$ cat src/rtl/core/cfrc_pkg.sv
// shared types, codes and the crc-8 byte update for the command frame receiver
package cfrc_pkg;

  // result kinds
  localparam logic [1:0] KIND_PAYLOAD  = 2'd0;
  localparam logic [1:0] KIND_GOOD     = 2'd1;
  localparam logic [1:0] KIND_BAD_CRC  = 2'd2;
  localparam logic [1:0] KIND_OVERFLOW = 2'd3;

  // configuration register indexes
  localparam logic CFG_START_CODE = 1'b0;
  localparam logic CFG_MAX_BYTES  = 1'b1;

  // reset values of the configuration registers
  localparam logic [7:0] START_CODE_RST = 8'hAA;
  localparam logic [8:0] MAX_BYTES_RST  = 9'd128;

  // crc-8, poly x^8+x^2+x+1, msb first
  localparam logic [7:0] CRC_POLY = 8'h07;

  // check byte position is the payload length plus this offset
  localparam logic [8:0] CHECK_OFFSET = 9'd3;

  // one result word from the frame parser
  typedef struct packed {
    logic       valid;
    logic [1:0] kind;
    logic [7:0] data_byte;
    logic [7:0] command_code;
    logic [7:0] payload_count;
  } cfrc_res_t;

  // crc update over one byte, eight shift steps on an 8-bit value
  function automatic logic [7:0] crc8_update(input logic [7:0] crc, input logic [7:0] b);
    logic [7:0] c;
    c = crc ^ b;
    for (int i = 0; i < 8; i++) begin
      if (c[7]) begin
        c = {c[6:0], 1'b0} ^ CRC_POLY;
      end else begin
        c = {c[6:0], 1'b0};
      end
    end
    return c;
  endfunction

endpackage

$ cat src/rtl/core/command_frame_receiver_crc8.sv
// top level of the command frame receiver with crc-8 check
//
// Takes one received serial byte per input word (in_valid / in_ready) and
// gives zero or one result word per byte (out_valid / out_ready): a payload
// byte as it arrives, a good or crc-mismatch verdict on the check byte, or
// an overflow drop when the frame reaches the byte limit unfinished.
// Bytes before a start code are discarded without any result.
// Configuration: cfg_we writes cfg_wdata to register cfg_index (0 start
// code, 1 frame byte limit); write only while the block is idle.
// Timing: a byte accepted into the input register is decoded there by
// combinational logic; its result is written to the output register when
// the byte steps on, which a stalled output word can hold back.
// Throughput: one byte per cycle while no result waits on a stalled output;
// the crc-8 byte update and position decode lie between the two registers.
// Stall: when out_ready is low the output word holds; a byte that gives no
// result still moves through, a byte that gives one waits in the input
// register and in_ready drops until the output word is taken.
// Reset: both registers empty, hunting for a start code, start code 0xAA,
// byte limit 128.
module command_frame_receiver_crc8 import cfrc_pkg::*; (
  input  logic       clk,
  input  logic       rst_n,
  input  logic       in_valid,
  output logic       in_ready,
  input  logic [7:0] in_rx_byte,
  output logic       out_valid,
  input  logic       out_ready,
  output logic [1:0] out_kind,
  output logic [7:0] out_data_byte,
  output logic [7:0] out_command_code,
  output logic [7:0] out_payload_count,
  input  logic       cfg_we,
  input  logic       cfg_index,
  input  logic [8:0] cfg_wdata
);

  logic [7:0] start_code_r;
  logic [8:0] max_bytes_r;
  logic       in_vld_r;
  logic [7:0] in_byte_r;
  cfrc_res_t  res;
  cfrc_res_t  out_r;
  logic       step;

  // configuration registers
  always_ff @(posedge clk) begin
    if (!rst_n) begin
      start_code_r <= START_CODE_RST;
      max_bytes_r  <= MAX_BYTES_RST;
    end else if (cfg_we) begin
      unique case (cfg_index)
        CFG_START_CODE: start_code_r <= cfg_wdata[7:0];
        CFG_MAX_BYTES:  max_bytes_r  <= cfg_wdata;
        default: ;
      endcase
    end
  end

  // the input word moves on unless its result has nowhere to go
  assign step     = in_vld_r && (!res.valid || !out_r.valid || out_ready);
  assign in_ready = !in_vld_r || step;

  // input register
  always_ff @(posedge clk) begin
    if (!rst_n) begin
      in_vld_r <= 1'b0;
    end else if (in_ready) begin
      in_vld_r <= in_valid;
    end
  end

  always_ff @(posedge clk) begin
    if (in_valid && in_ready) begin
      in_byte_r <= in_rx_byte;
    end
  end

  cfrc_parse u_parse (
    .clk        (clk),
    .rst_n      (rst_n),
    .start_code (start_code_r),
    .max_bytes  (max_bytes_r),
    .step       (step),
    .rx_byte    (in_byte_r),
    .res        (res)
  );

  // output register
  always_ff @(posedge clk) begin
    if (!rst_n) begin
      out_r.valid <= 1'b0;
    end else if (!out_r.valid || out_ready) begin
      out_r.valid <= step && res.valid;
    end
    if ((!out_r.valid || out_ready) && step && res.valid) begin
      out_r.kind          <= res.kind;
      out_r.data_byte     <= res.data_byte;
      out_r.command_code  <= res.command_code;
      out_r.payload_count <= res.payload_count;
    end
  end

  assign out_valid         = out_r.valid;
  assign out_kind          = out_r.kind;
  assign out_data_byte     = out_r.data_byte;
  assign out_command_code  = out_r.command_code;
  assign out_payload_count = out_r.payload_count;

endmodule

$ cat src/rtl/core/cfrc_parse.sv
// frame state tracker: position, running crc, held command and length
module cfrc_parse import cfrc_pkg::*; (
  input  logic       clk,
  input  logic       rst_n,
  input  logic [7:0] start_code,
  input  logic [8:0] max_bytes,
  input  logic       step,
  input  logic [7:0] rx_byte,
  output cfrc_res_t  res
);

  logic [8:0] pos_r, pos_nxt;
  logic [7:0] crc_r, crc_nxt;
  logic [7:0] cmd_r, cmd_nxt;
  logic [7:0] len_r, len_nxt;

  logic [8:0] pos_inc;
  logic [8:0] check_pos;
  logic [7:0] crc_upd;
  logic       advance_pos;
  logic       have_payload;

  assign pos_inc   = pos_r + 9'd1;
  assign check_pos = {1'b0, len_r} + CHECK_OFFSET;
  assign crc_upd   = crc8_update(crc_r, rx_byte);

  // decode the byte against the current frame position
  always_comb begin
    pos_nxt      = pos_r;
    crc_nxt      = crc_r;
    cmd_nxt      = cmd_r;
    len_nxt      = len_r;
    advance_pos  = 1'b0;
    have_payload = 1'b0;
    res          = '0;
    priority if (pos_r == 9'd0) begin
      if (rx_byte == start_code) begin
        cmd_nxt     = '0;
        len_nxt     = '0;
        crc_nxt     = crc8_update(8'h00, rx_byte);
        advance_pos = 1'b1;
      end
    end else if (pos_r == 9'd1) begin
      cmd_nxt     = rx_byte;
      crc_nxt     = crc_upd;
      advance_pos = 1'b1;
    end else if (pos_r == 9'd2) begin
      len_nxt     = rx_byte;
      crc_nxt     = crc_upd;
      advance_pos = 1'b1;
    end else if (pos_r == check_pos) begin
      // check byte closes the frame
      res.valid = 1'b1;
      res.kind  = (rx_byte == crc_r) ? KIND_GOOD : KIND_BAD_CRC;
      pos_nxt   = '0;
      crc_nxt   = '0;
    end else begin
      crc_nxt      = crc_upd;
      have_payload = 1'b1;
      advance_pos  = 1'b1;
    end

    // byte limit check after the position moves
    if (advance_pos) begin
      if (pos_inc >= max_bytes) begin
        res.valid = 1'b1;
        res.kind  = KIND_OVERFLOW;
        pos_nxt   = '0;
        crc_nxt   = '0;
      end else begin
        pos_nxt = pos_inc;
        if (have_payload) begin
          res.valid = 1'b1;
          res.kind  = KIND_PAYLOAD;
        end
      end
    end

    res.data_byte     = rx_byte;
    res.command_code  = cmd_nxt;
    res.payload_count = len_nxt;
  end

  // state update when a word is processed
  always_ff @(posedge clk) begin
    if (!rst_n) begin
      pos_r <= '0;
      crc_r <= '0;
      cmd_r <= '0;
      len_r <= '0;
    end else if (step) begin
      pos_r <= pos_nxt;
      crc_r <= crc_nxt;
      cmd_r <= cmd_nxt;
      len_r <= len_nxt;
    end
  end

endmodule

$ cat config.mk
export PLATFORM = sky130hd
export DESIGN_NAME = command_frame_receiver_crc8
export DESIGN_NICKNAME = d
export VERILOG_FILES = /design/src/rtl/core/cfrc_pkg.sv /design/src/rtl/core/command_frame_receiver_crc8.sv /design/src/rtl/core/cfrc_parse.sv
export SDC_FILE = /design/constraint.sdc
export NUM_CORES = 1
export LEC_CHECK = 0
export BUFFER_PORTS_ARGS = -buffer_cell sky130_fd_sc_hd__buf_2
export CORE_ASPECT_RATIO = 1.2
export CORE_UTILIZATION = 63
export DETAILED_ROUTE_END_ITERATION = 8
export GPL_ROUTABILITY_DRIVEN = 0
export GPL_TIMING_DRIVEN = 0
export HOLD_SLACK_MARGIN = 0.12
export PLACE_DENSITY = 0.85
export RECOVER_POWER = 100
export SKIP_LAST_GASP = 1
export SLEW_MARGIN = 40
export SYNTH_ARGS = -nofsm -noshare
export SYNTH_HDL_FRONTEND = slang
export SYNTH_SLANG_ARGS = --single-unit
export TNS_END_PERCENT = 20
$ cat constraint.sdc
create_clock -name clk -period 8.5 [get_ports clk]
set_clock_uncertainty 0.1 [all_clocks]
set_input_delay 1.7 -clock clk [delete_from_list [all_inputs] [get_ports clk]]
set_output_delay 1.7 -clock clk [all_outputs]
set_load 0.01 [all_outputs]
; ---- Word level (Yosys, flattened, before mapping)
; Cells that the tools add are included.
; W data, S select, Z words.
[totals]
reg_bits = 86
output_inout_bits = 28
in_bits = 23
elab_cells = 125
[op_classes]
n_mux = 66
n_eq_ne = 8
reduce_logical = 17
bitwise = 18
order_cmp = 1
add_sub_neg = 2
[ops]
columns = op, n
row1 = $mux W8, 28
row2 = $mux W3, 23
row3 = $mux W9, 6
row4 = $not A3 Y3, 16
row5 = $eq A8 B8 Y1, 2
row6 = $add A8 B2 Y9 const B, 1
row7 = $add A9 B1 Y9 const B, 1
row8 = $eq A9 B1 Y1 const B, 1
row9 = $eq A9 B2 Y1 const B, 1
row10 = $eq A9 B9 Y1, 1
row11 = $ge A9 B9 Y1, 1
row12 = $logic_not A9 Y1, 1
row13 = $mux W1, 8
row14 = $xor A8 B8 Y8, 1
row15 = $ne A2 B1 Y1 const B, 3
row16 = $logic_and A1 B1 Y1, 5
row17 = $reduce_and A5 Y1, 1
row18 = $logic_or A1 B1 Y1, 4
row19 = $reduce_and A2 Y1, 2
row20 = $logic_not A1 Y1, 3
row21 = $mux W2, 1
row22 = $reduce_bool A2 Y1, 1
row23 = $not A1 Y1, 1

; ---- Longest topological paths before layout
; Gate-level depths: netlist of the first run.
[logic_depth]
depth_word = 34
mapped_depth = 16
depth_no_buf = 14

; ---- Cells and area by module
; From an unflattened synthesis of the first run, not the netlist that was laid out.
[unflattened]
hier_cells = 475
area_unflattened_um2 = 4642.0
[modules_own_cells]
columns = module, instances, area_per_inst_um2, seq_area_each_um2, cells_per_inst
row1 = cfrc_parse, 1, 2885.3, 660.6, 353
row2 = command_frame_receiver_crc8, 1, 1756.7, 1401.3, 122

; ---- Worst setup path after synthesis of the first run
; OpenSTA, ideal clock, no wires.
[synth_timing]
path_kind = reg-to-output
start = register u_parse.pos_r[0]
end = output port in_ready
t_arrival_ns = 2.569
required_time_ns = 6.700
n_path_buf = 0
path_slack_ns = 4.131
stages_incl_launch_ff = 12
cell_sequence = dfxtp_1 > ha_1 > nand3_1 > inv_1 > nand3_1 > xnor2_1 > ha_1 > nand4_1 > o311ai_0 > nand2_1 > o21ai_0 > nand3_1
[synth_between]
elab_chain_len = 13
elab_cells_between_ends = 25
cone_classes = 1 x add/sub / 1 x order compare / 3 x eq/ne / 14 x mux / 6 x reduce/logical
[synth_lines]
columns = element, line
row1 = start: declaration, cfrc_parse.sv:12  ; logic [8:0] pos_r, pos_nxt;
row2 = start signal: assignment, cfrc_parse.sv:92  ; pos_r <= pos_nxt;
row3 = "parallel branches: the longest is 7 deep, another holds $add A9 B1 Y9", --
row4 = $mux W3 (*), cfrc_parse.sv:64  ; if (advance_pos) begin
row5 = $logic_not A1 Y1 (*), command_frame_receiver_crc8.sv:60  ; assign step = in_vld_r && (!res.valid || !out_r.valid || out_ready);
row6 = $logic_or A1 B1 Y1 (*) (2 in series), command_frame_receiver_crc8.sv:60
row7 = $logic_and A1 B1 Y1 (*), command_frame_receiver_crc8.sv:60
row8 = $logic_or A1 B1 Y1 (*), command_frame_receiver_crc8.sv:61  ; assign in_ready = !in_vld_r || step;
row9 = end: declaration, command_frame_receiver_crc8.sv:24  ; output logic in_ready,
; Mark *: on every way between the ends.

; ---- Worst setup path after layout of the first run
; Ends and elaborated chain as after synthesis.

==> flow_summary_export.csv, run 1 <==
group,metric,value,unit
outcome,status,"finished, violations left",
outcome,violations,"capacitance limit, slew limit",
global_routing,met1_usage,37.01,%
layout,drive_gt1_share,10.04,%
sta,hold_slack,0.3642,ns
power,power.net_switching,0.1996,mW
die,pin_count,51,
placed_design,portBuffers,50,
synth,yosysUniqueCellTypes,63,
sta,timing.max_slew.rel_slack,-21.33,%
route,drc,0,
clock_tree,cts_buffers,9,
power,swShare,24.14,%
power,combPwrFrac,9.2,%
critical_path,critPathLaunchType,"flop",
layout,fill_cells,550,
synth,netlist_instances,502,
die,num_rows,34,
sta,tightest_slew,1.819,ns
synth,yosys.area.top_type_share,22.34,%
critical_path,cp_slowest_cell,"dfxtp_1",
route,drtAntennaViolNets,0,
layout,finish.utilization,71.84,%
clock_tree,clock-sinks,86,
sta,max_freq,0.1784,GHz
synth,synth_ff_type,"dfxtp_1",
worst_hold_path,min_from,"in_byte_r[7]",
critical_path,critical_path_arrival,3.80,ns
global_routing,grt_use_total,32.20,%
critical_path,critical_path_class,"flop to output pin",
global_routing,grt_first_pass_wirelength,18510,microns
synth,syn_area,4661,sq um
route,dr.pass1.iters,6,
global_routing,grt_max_degree,27,
route,dr_total_vias,4076,
critical_path,crit_chain,"ha_1 > nand3_1 > inv_1 > nand3_1 > xnor2_1 > ha_1 > nand4_1 > o311ai_0 > nand2_1 > o21ai_0 > nand3_1 > clkbuf_1",
die,design.core.area,7189,sq um
sta,final.setup.tns,0,ns
clock_tree,cts_setup_buffers,0,
power,intPower,0.6275,mW
synth,synth_most_common_cell,"nand2_1",
synth,synth.avg_cell_area,9.284,sq um
job,drv_cap,1,
route,drt_iter0_drc,350,
route,wl_per_cell,17.73,microns
critical_path,crit_fanout,8,
clock_tree,htree_levels,3,
synth,synth-seq-cells,86,
sta,period_minus_slack,5.604,ns
sta,rsz0062_at_grt,"false",
synth,synth_area_leaders,"dfxtp_1 22%, edfxtp_1 22%, nand2_1 6.9%",
die,start_util,64.83,%
sta,hold_viol_final,0,
power,ir_drop,139.7,uV
sta,fin_ws,2.896,ns
power,clock_power_share,37.9,%
sta,timing.final.crit_share,65.93,%
critical_path,crit_top_cell,"nand3_1",
global_routing,antenna_found_initial,0,
clock_tree,clockBufferDepth,2,
global_routing,use_met3,6.919,%
global_routing,use_met2,55.51,%
power,seqPwrFrac,52.9,%
placed_design,pre_cts_ws,3.361,ns
sta,slew_violations,27,
power,p_per_area,160.2,nW/um^2
synth,synth_fp_nets,542,
global_routing,busiest_layer,"met2",
synth,synth_edf_count,34,
critical_path,cp.required,6.70,ns
clock_tree,postCtsHoldBufs,0,
critical_path,slowest_delay,0.51,ns
critical_path,crit_path_end_kind,"output pin",
global_routing,grt_pass1_vias,3891,
synth,synth-seq-area-share,44.24,%
die,fp.dieW,80.52,microns
synth,yosys_warnings,0,
die,die_height,96.22,microns
power,p_total,0.8272,mW
route,vias_per_cell,6.195,
critical_path,worstSetupStartpoint,"u_parse.pos_r[0]",
clock_tree,clk_latency,0.36,ns
sta,setup_viol,0,
layout,nNetsFinal,603,
synth,yosysTopAreaCell,"dfxtp_1",
synth,netlist_top_cells_count,"86 x nand2_1, 52 x dfxtp_1, 36 x nand3_1, 35 x xnor2_1, 34 x edfxtp_1",
clock_tree,cts.repair.resized,0,
layout,antenna_cells,0,
placed_design,dp_hpwl,8151,microns
clock_tree,cts-root-buf,"clkbuf_8",
route,drt_wl_total,11670,microns
die,die_area,7747,sq um
worst_hold_path,hold_path_class,"flop to flop",
global_routing,grt.overflow.total,0,
clock_tree,tritoncts,"built",
critical_path,timing.rr.start,"u_parse.pos_r[0]",
synth,async_flop_share,0,%
power,p_leak,1.890,nW
layout,area_growth,10.82,%
clock_tree,clk_pin_slew,0.09,ns
## critical path, delay by kind of cell, from the launching register on
family	cells	cell delay, ns
xor gates and xnor gates	1	0.19
adders and majority gates	2	0.59
and+or+nand+nor	5	0.93
DFF	1	0.51
AOI/OAI and AO/OA	2	0.96
buffers and inverters	2	0.27
## power groups by stage
stage	Sequential (mW)	Combinational, mW	Clock (mW)
floorplan	0.446	0.0526	0
global placement	0.446	0.0705	0
detailed placement	0.447	0.0736	0
CTS	0.438	0.0756	0.314
global route	0.438	0.0811	0.329
finish	0.438	0.0758	0.314
## path summary, 6_finish.rpt
kind                          end  slack, ns  depth (start not counted)
min              out_data_byte[7]       0.36                          0
max                      in_ready       2.90                         12
min reg2reg      out_data_byte[7]       0.36                          0
max reg2reg  out_payload_count[5]       3.25                         14
## cell type report
type	count	area, sq um	area share, %
plain buffers	33	147.6	2.859
clock buffers	11	131.4	2.544
clock inverters	5	83.83	1.623
inverters	22	82.58	1.599
multi-input cells	361	2331	45.13
flip-flops and latches	86	2062	39.92
well taps	90	112.6	2.180
repair buffers	50	214.0	4.142
## per-layer routing
metal	wire length (microns)	share of wire, %
met1	4507	39
met2	5807	50
met3	880	7.5
met4	471	4.0
met5	0	0
## registers in the layout, indices dropped and copies added, names as in the netlist
name / flops
u_parse.len_r: 8
u_parse.pos_r: 9
start_code_r: 8
u_parse.crc_r: 8
in_byte_r: 8
out_valid: 1
u_parse.cmd_r: 8
in_vld_r: 1
out_payload_count: 8
out_command_code: 8
out_kind: 2
max_bytes_r: 9
out_data_byte: 8
## cells by family (layout without fill, tap and decap cells)
| group | after synthesis | after routing | share of synthesized area [%] |
|---|---|---|---|
| AND/OR/NAND/NOR | 176 | 176 | 18.39 |
| multiplexers | 3 | 3 | 0.6443 |
| AO/OA/AOI/OAI | 106 | 106 | 15.62 |
| buffers and inverters | 55 | 121 | 5.450 |
| XOR/XNOR | 59 | 59 | 11.09 |
| adder cells (fa/ha/maj) | 17 | 17 | 4.564 |
| flip-flops | 86 | 86 | 44.24 |
## placed cells by master (no fill, tap or decap), types with 2 or more instances in the layout
cell / instances
mux2i_1: 3
nand2_1: 86
o31ai_1: 6
dfxtp_1: 52
xnor2_1: 35
nor4_1: 3
clkbuf_8: 9
nand2b_1: 4
o21ai_0: 34
and3_4: 2
inv_1: 21
and3_1: 6
bufinv_16: 2
ha_1: 17
nor3b_1: 2
nor2b_1: 5
a21oi_1: 18
xor2_1: 24
a32oi_1: 2
nor3_1: 4
a22o_1: 13
and2_1: 2
a31oi_1: 4
or3_1: 3
clkbuf_1: 52
o2111ai_1: 2
buf_2: 31
o211ai_1: 4
nand3_1: 36
a21o_1: 2
edfxtp_1: 34
a211o_1: 3
nor2_1: 10
nand4_1: 4
clkinvlp_4: 2
o41ai_1: 2
and4_1: 2
## metrics by stage
stage | instance area (sq um) | std cells
2_1_floorplan | 4661 | 502
3_3_place_gp | 5024 | 642
3_5_place_dp | 5031 | 642
4_1_cts | 5246 | 658
5_1_grt | 5165 | 658
6_report | 5165 | 658
Note: power is estimated with default switching activity, not from simulation.
==> inputs of run 2 (changes only) <==
--- a/config.mk
+++ b/config.mk
@@ -7,12 +7,12 @@
 export LEC_CHECK = 0
 export BUFFER_PORTS_ARGS = -buffer_cell sky130_fd_sc_hd__buf_2
 export CORE_ASPECT_RATIO = 1.2
-export CORE_UTILIZATION = 63
+export CORE_UTILIZATION = 59
 export DETAILED_ROUTE_END_ITERATION = 8
 export GPL_ROUTABILITY_DRIVEN = 0
 export GPL_TIMING_DRIVEN = 0
 export HOLD_SLACK_MARGIN = 0.12
-export PLACE_DENSITY = 0.85
+export PLACE_DENSITY = 0.8
 export RECOVER_POWER = 100
 export SKIP_LAST_GASP = 1
 export SLEW_MARGIN = 40
==> constraint.sdc (replaced) <==
create_clock -name clk -period 5.7 [get_ports clk]
set_clock_uncertainty 0.1 [all_clocks]
set_input_delay 1.14 -clock clk [delete_from_list [all_inputs] [get_ports clk]]
set_output_delay 1.14 -clock clk [all_outputs]
set_load 0.01 [all_outputs]
==> flow_summary_export.csv, run 2 (synthesis gave the netlist of run 1 again) <==
group,metric,value,unit
outcome,status,"finished, final reports clean",
sta,period_minus_slack,4.880,ns
route,dr.pass1.iters,7,
clock_tree,clk_latency,0.36,ns
die,start_util,60.82,%
critical_path,critical_path_class,"flop to output pin",
route,drc,0,
layout,largestRegisters,"max_bytes_r (9), u_parse.pos_r (9)",
critical_path,reg2reg_slack,0.92,ns
global_routing,grt_pass1_vias,3733,
critical_path,crit_top_cell,"nand3_1",
sta,tightest_slew,1.195,ns
sta,rsz0062_at_grt,"false",
critical_path,crit_path_end_kind,"output pin",
critical_path,cp.required,4.46,ns
sta,timing.final.crit_share,85.62,%
power,p_leak,1.889,nW
global_routing,grt_first_pass_wirelength,17880,microns
critical_path,crit_fanout,8,
placed_design,dp_hpwl,7744,microns
layout,register_area,2062,sq um
clock_tree,clk_pin_slew,0.09,ns
critical_path,critical_path_arrival,3.64,ns
sta,slew_violations,0,
layout,nNetsFinal,603,
layout,multiInputGateArea,2331,sq um
route,drtAntennaViolNets,0,
route,drt_iter0_drc,289,
global_routing,grt.overflow.total,0,
power,ir_drop,193.8,uV
layout,instances_no_fill,660,
layout,final_cell_mix,"86 x nand2_1, 52 x dfxtp_1, 50 x clkbuf_1",
job,drv_cap,0,
layout,drive_gt1_share,10.21,%
placed_design,portBuffers,50,
die,design.core.area,7664,sq um
worst_hold_path,hold_path_end,"out_data_byte[5]",
sta,hold_slack,0.3566,ns
global_routing,antenna_found_initial,0,
placed_design,pre_cts_ws,1.139,ns
clock_tree,cts.repair.resized,0,
layout,antenna_cells,0,
global_routing,grt_use_total,27.43,%
global_routing,grt_max_degree,27,
die,fp.dieW,83.14,microns
die,die_height,99.36,microns
clock_tree,cts_buffers,9,
route,dr_total_vias,3884,
sta,setup_viol,0,
sta,hold_viol_final,0,
worst_hold_path,min_from,"in_byte_r[5]",
sta,max_freq,0.2049,GHz
critical_path,crit_chain,"ha_1 > nand3_1 > inv_1 > nand3_1 > xnor2_1 > ha_1 > nand4_1 > o311ai_0 > nand2_1 > o21ai_0 > nand3_1 > clkbuf_1",
route,vias_per_cell,5.885,
sta,fin_ws,0.8198,ns
clock_tree,tritoncts,"built",
layout,fill_cells,626,
sta,timing.max_slew.rel_slack,20.32,%
critical_path,r2r_cells,14,
clock_tree,cts-root-buf,"clkbuf_8",
critical_path,critPathLaunchType,"flop",
clock_tree,clock-sinks,86,
critical_path,cp_slowest_cell,"dfxtp_1",
layout,final_common_cell,"nand2_1",
die,die_area,8260,sq um
power,p_per_area,231.4,nW/um^2
die,pin_count,51,
clock_tree,htree_levels,3,
critical_path,timing.rr.start,"u_parse.pos_r[0]",
die,num_rows,35,
route,drt_wl_total,10800,microns
layout,finish.utilization,67.18,%
route,wl_per_cell,16.37,microns
clock_tree,clockBufferDepth,2,
critical_path,slowest_delay,0.51,ns
worst_hold_path,whs_path_depth,0,
clock_tree,cts_setup_buffers,0,
clock_tree,postCtsHoldBufs,0,
sta,final.setup.tns,0,ns
worst_hold_path,hold_path_class,"flop to flop",
critical_path,reg2reg_to,"out_payload_count[1]",
placed_design,placed_cells,644,
layout,area_growth,10.47,%
[run 2: worst max-delay path: cells and delay by family (launching register included)]
| family | cells | cell delay [ns] |
|---|---|---|
| AND/OR/NAND/NOR | 5 | 0.84 |
| buffers and inverters | 2 | 0.26 |
| XOR/XNOR | 1 | 0.18 |
| AO/OA/AOI/OAI | 2 | 0.90 |
| adder cells (fa/ha/maj) | 2 | 0.60 |
| flip-flops | 1 | 0.51 |
[run 2: worst max-delay path by stage]
| stage | cells after the start | from | slack, ns | endpoint |
|---|---|---|---|---|
| 6_report | 12 | u_parse.pos_r[0] | 0.82 | in_ready |
| 5_1_grt | 12 | u_parse.pos_r[0] | 0.40 | in_ready |
| 4_1_cts | 12 | u_parse.pos_r[0] | 0.76 | in_ready |
| 3_5_place_dp | 12 | u_parse.pos_r[0] | 1.14 | in_ready |
| 3_3_place_gp | 12 | u_parse.pos_r[0] | 1.33 | in_ready |
| 2_1_floorplan | 11 | u_parse.pos_r[0] | 1.89 | in_ready |
[run 2: metal layers]
metal | vias up | part of all wire (%) | global-route usage (%)
li1 | 1891 | - | -
met1 | 1809 | 42 | 33.57
met2 | 157 | 49 | 46.66
met3 | 27 | 5.9 | 5.311
met4 | 0 | 2.5 | 13.13
met5 | - | 0 | 0
[run 2: power by group]
group | switching, mW | internal (mW)
sequential | 0.00573 | 0.646
clock | 0.227 | 0.204
combinational | 0.0669 | 0.0416
[run 2: layout make-up]
| class | count | area share (%) |
|---|---|---|
| plain buffers | 33 | 2.868 |
| flip-flops and latches | 86 | 40.05 |
| clock inverters | 7 | 1.409 |
| multi-input cells | 361 | 45.27 |
| inverters | 22 | 1.604 |
| clock buffers | 9 | 2.406 |
| repair buffers | 50 | 4.156 |
| well taps | 92 | 2.236 |
[run 2: through the flow]
stage               area [sq um]  total power [mW]
floorplan                   4661            0.7430
global placement            5026            0.7709
detailed placement          5034            0.7749
CTS                         5230             1.196
global route                5149             1.237
finish                      5149             1.191
==> inputs of run 3 (changes only) <==
--- a/config.mk
+++ b/config.mk
@@ -12,7 +12,7 @@
 export GPL_ROUTABILITY_DRIVEN = 0
 export GPL_TIMING_DRIVEN = 0
 export HOLD_SLACK_MARGIN = 0.12
-export PLACE_DENSITY = 0.8
+export PLACE_DENSITY_LB_ADDON = 0.25
 export RECOVER_POWER = 100
 export SKIP_LAST_GASP = 1
 export SLEW_MARGIN = 40
==> constraint.sdc (replaced) <==
create_clock -name clk -period 4.86 [get_ports clk]
set_clock_uncertainty 0.1 [all_clocks]
set_input_delay 0.972 -clock clk [delete_from_list [all_inputs] [get_ports clk]]
set_output_delay 0.972 -clock clk [all_outputs]
set_load 0.01 [all_outputs]
==> flow_summary_export.csv, run 3 (synthesis gave the netlist of run 1 again) <==
group,metric,value,unit
sta,tightest_slew,0.9033,ns
clock_tree,cts.repair.resized,0,
die,die_area,8260,sq um
placed_design,dp_hpwl,7863,microns
sta,period_minus_slack,4.587,ns
critical_path,reg2reg_to,"u_parse.pos_r[3]",
global_routing,grt_max_degree,27,
sta,timing.final.crit_share,94.37,%
layout,nNetsFinal,603,
die,start_util,60.82,%
critical_path,cp_slowest_cell,"dfxtp_1",
worst_hold_path,hold_path_class,"flop to flop",
critical_path,critical_path_class,"flop to output pin",
global_routing,grt_use_total,27.65,%
route,drc,0,
power,p_per_area,272.5,nW/um^2
critical_path,crit_fanout,8,
global_routing,grt_first_pass_wirelength,17920,microns
sta,slew_violations,0,
clock_tree,htree_levels,3,
sta,final.setup.tns,0,ns
die,die_height,99.36,microns
sta,max_freq,0.2180,GHz
placed_design,placed_cells,644,
clock_tree,cts_setup_buffers,0,
power,ir_drop,260.1,uV
die,design.core.area,7664,sq um
layout,largestRegisters,"max_bytes_r (9), u_parse.pos_r (9)",
route,dr_total_vias,3872,
route,drt_iter0_drc,306,
clock_tree,tritoncts,"built",
worst_hold_path,min_from,"in_byte_r[3]",
critical_path,reg2reg_slack,0.51,ns
global_routing,antenna_found_initial,0,
critical_path,cp_num_buf_inv,2,
critical_path,cp.required,3.79,ns
sta,setup_viol,0,
critical_path,timing.rr.start,"u_parse.pos_r[0]",
route,dr.pass1.iters,5,
job,drv_cap,0,
global_routing,grt_pass1_vias,3798,
sta,hold_viol_final,0,
sta,timing.max_slew.rel_slack,39.65,%
layout,instances_no_fill,660,
layout,antenna_cells,0,
worst_hold_path,hold_path_end,"out_data_byte[3]",
global_routing,grt.overflow.total,0,
sta,rsz0062_at_grt,"false",
power,p_total,1.402,mW
route,drt_wl_total,10960,microns
die,pin_count,51,
critical_path,crit_top_cell,"nand3_1",
layout,final_cell_mix,"86 x nand2_1, 52 x dfxtp_1, 50 x clkbuf_1",
critical_path,critPathLaunchType,"flop",
route,drtAntennaViolNets,0,
clock_tree,clk_pin_slew,0.09,ns
critical_path,crit_chain,"ha_1 > nand3_1 > inv_1 > nand3_1 > xnor2_1 > ha_1 > nand4_1 > o311ai_0 > nand2_1 > o21ai_1 > nand3_1 > buf_2",
critical_path,critical_path_arrival,3.51,ns
clock_tree,clockBufferDepth,2,
critical_path,path_depth,12,
clock_tree,postCtsHoldBufs,0,
layout,drive_gt1_share,10.56,%
clock_tree,cts_buffers,9,
critical_path,crit_path_end_kind,"output pin",
critical_path,slowest_delay,0.51,ns
clock_tree,cts-root-buf,"clkbuf_8",
critical_path,r2r_cells,14,
placed_design,portBuffers,50,
clock_tree,clock-sinks,86,
route,vias_per_cell,5.867,
worst_hold_path,whs_path_depth,0,
layout,area_growth,10.39,%
die,num_rows,35,
critical_path,crit_family,"simple AND/OR/NAND/NOR gates",
power,p_leak,1.886,nW
outcome,status,"finished, final reports clean",
layout,final_common_cell,"nand2_1",
route,wl_per_cell,16.60,microns
clock_tree,clk_latency,0.36,ns
die,fp.dieW,83.14,microns
==> run 3: final cells by class <==
| cell class | count | area (sq um) |
|---|---|---|
| plain buffers | 33 | 141.4 |
| clock buffers | 10 | 127.6 |
| clock inverters | 6 | 68.82 |
| fillers | 631 | 2519 |
| inverters | 22 | 82.58 |
| multi-input cells | 361 | 2332 |
| flip-flops and latches | 86 | 2062 |
| well taps | 92 | 115.1 |
| repair buffers | 50 | 215.2 |
==> run 3: power by group <==
group	switching (mW)	internal (mW)	leakage (nW)
clock network	0.269	0.241	0.0934
registers	0.00671	0.758	0.718
logic	0.0796	0.0483	1.07
==> run 3: how the worst max path moves through the flow <==
stage | startpoint | endpoint | slack, ns
5_1_grt | u_parse.pos_r[0] | in_ready | 0.05
4_1_cts | u_parse.pos_r[0] | in_ready | 0.14
6_report | u_parse.pos_r[0] | in_ready | 0.27
2_1_floorplan | u_parse.pos_r[0] | out_command_code[0] | 1.20
3_3_place_gp | u_parse.pos_r[0] | out_payload_count[6] | 0.53
3_5_place_dp | u_parse.pos_r[0] | in_ready | 0.57
==> run 3: worst reg2reg max path, cell delays in order (launching register included) <==
cell	delay, ns
dfxtp_1	0.51
ha_1	0.28
nand3_1	0.17
inv_1	0.09
nand3_1	0.15
nor2_1	0.17
xor2_1	0.24
ha_1	0.29
a21oi_1	0.17
nor2b_1	0.15
o311ai_0	0.20
nand2_1	0.23
nor3b_1	0.77
nand2_1	0.38
o41ai_1	0.36
==> run 3: routing by layer <==
metal / global-route usage [%] / vias up / routed length [microns]
met5: 0 / - / 0
met3: 5.394 / 31 / 515
met4: 12.86 / 0 / 342
met2: 48.80 / 118 / 5475
li1: - / 1887 / -
met1: 32.46 / 1836 / 4623
==> run 3: through the flow <==
step           area [sq um]  setup WS (ns)  hold WS (ns)  utilization (%)
3_5_place_dp           5034         0.5653        0.3324            65.68
5_1_grt                5145        0.04612        0.3621            67.13
3_3_place_gp           5026         0.5287        0.3260            65.58
2_1_floorplan          4661          1.197        0.3206                -
6_report               5145         0.2734        0.3551            67.13
4_1_cts                5230         0.1369        0.3471            68.24
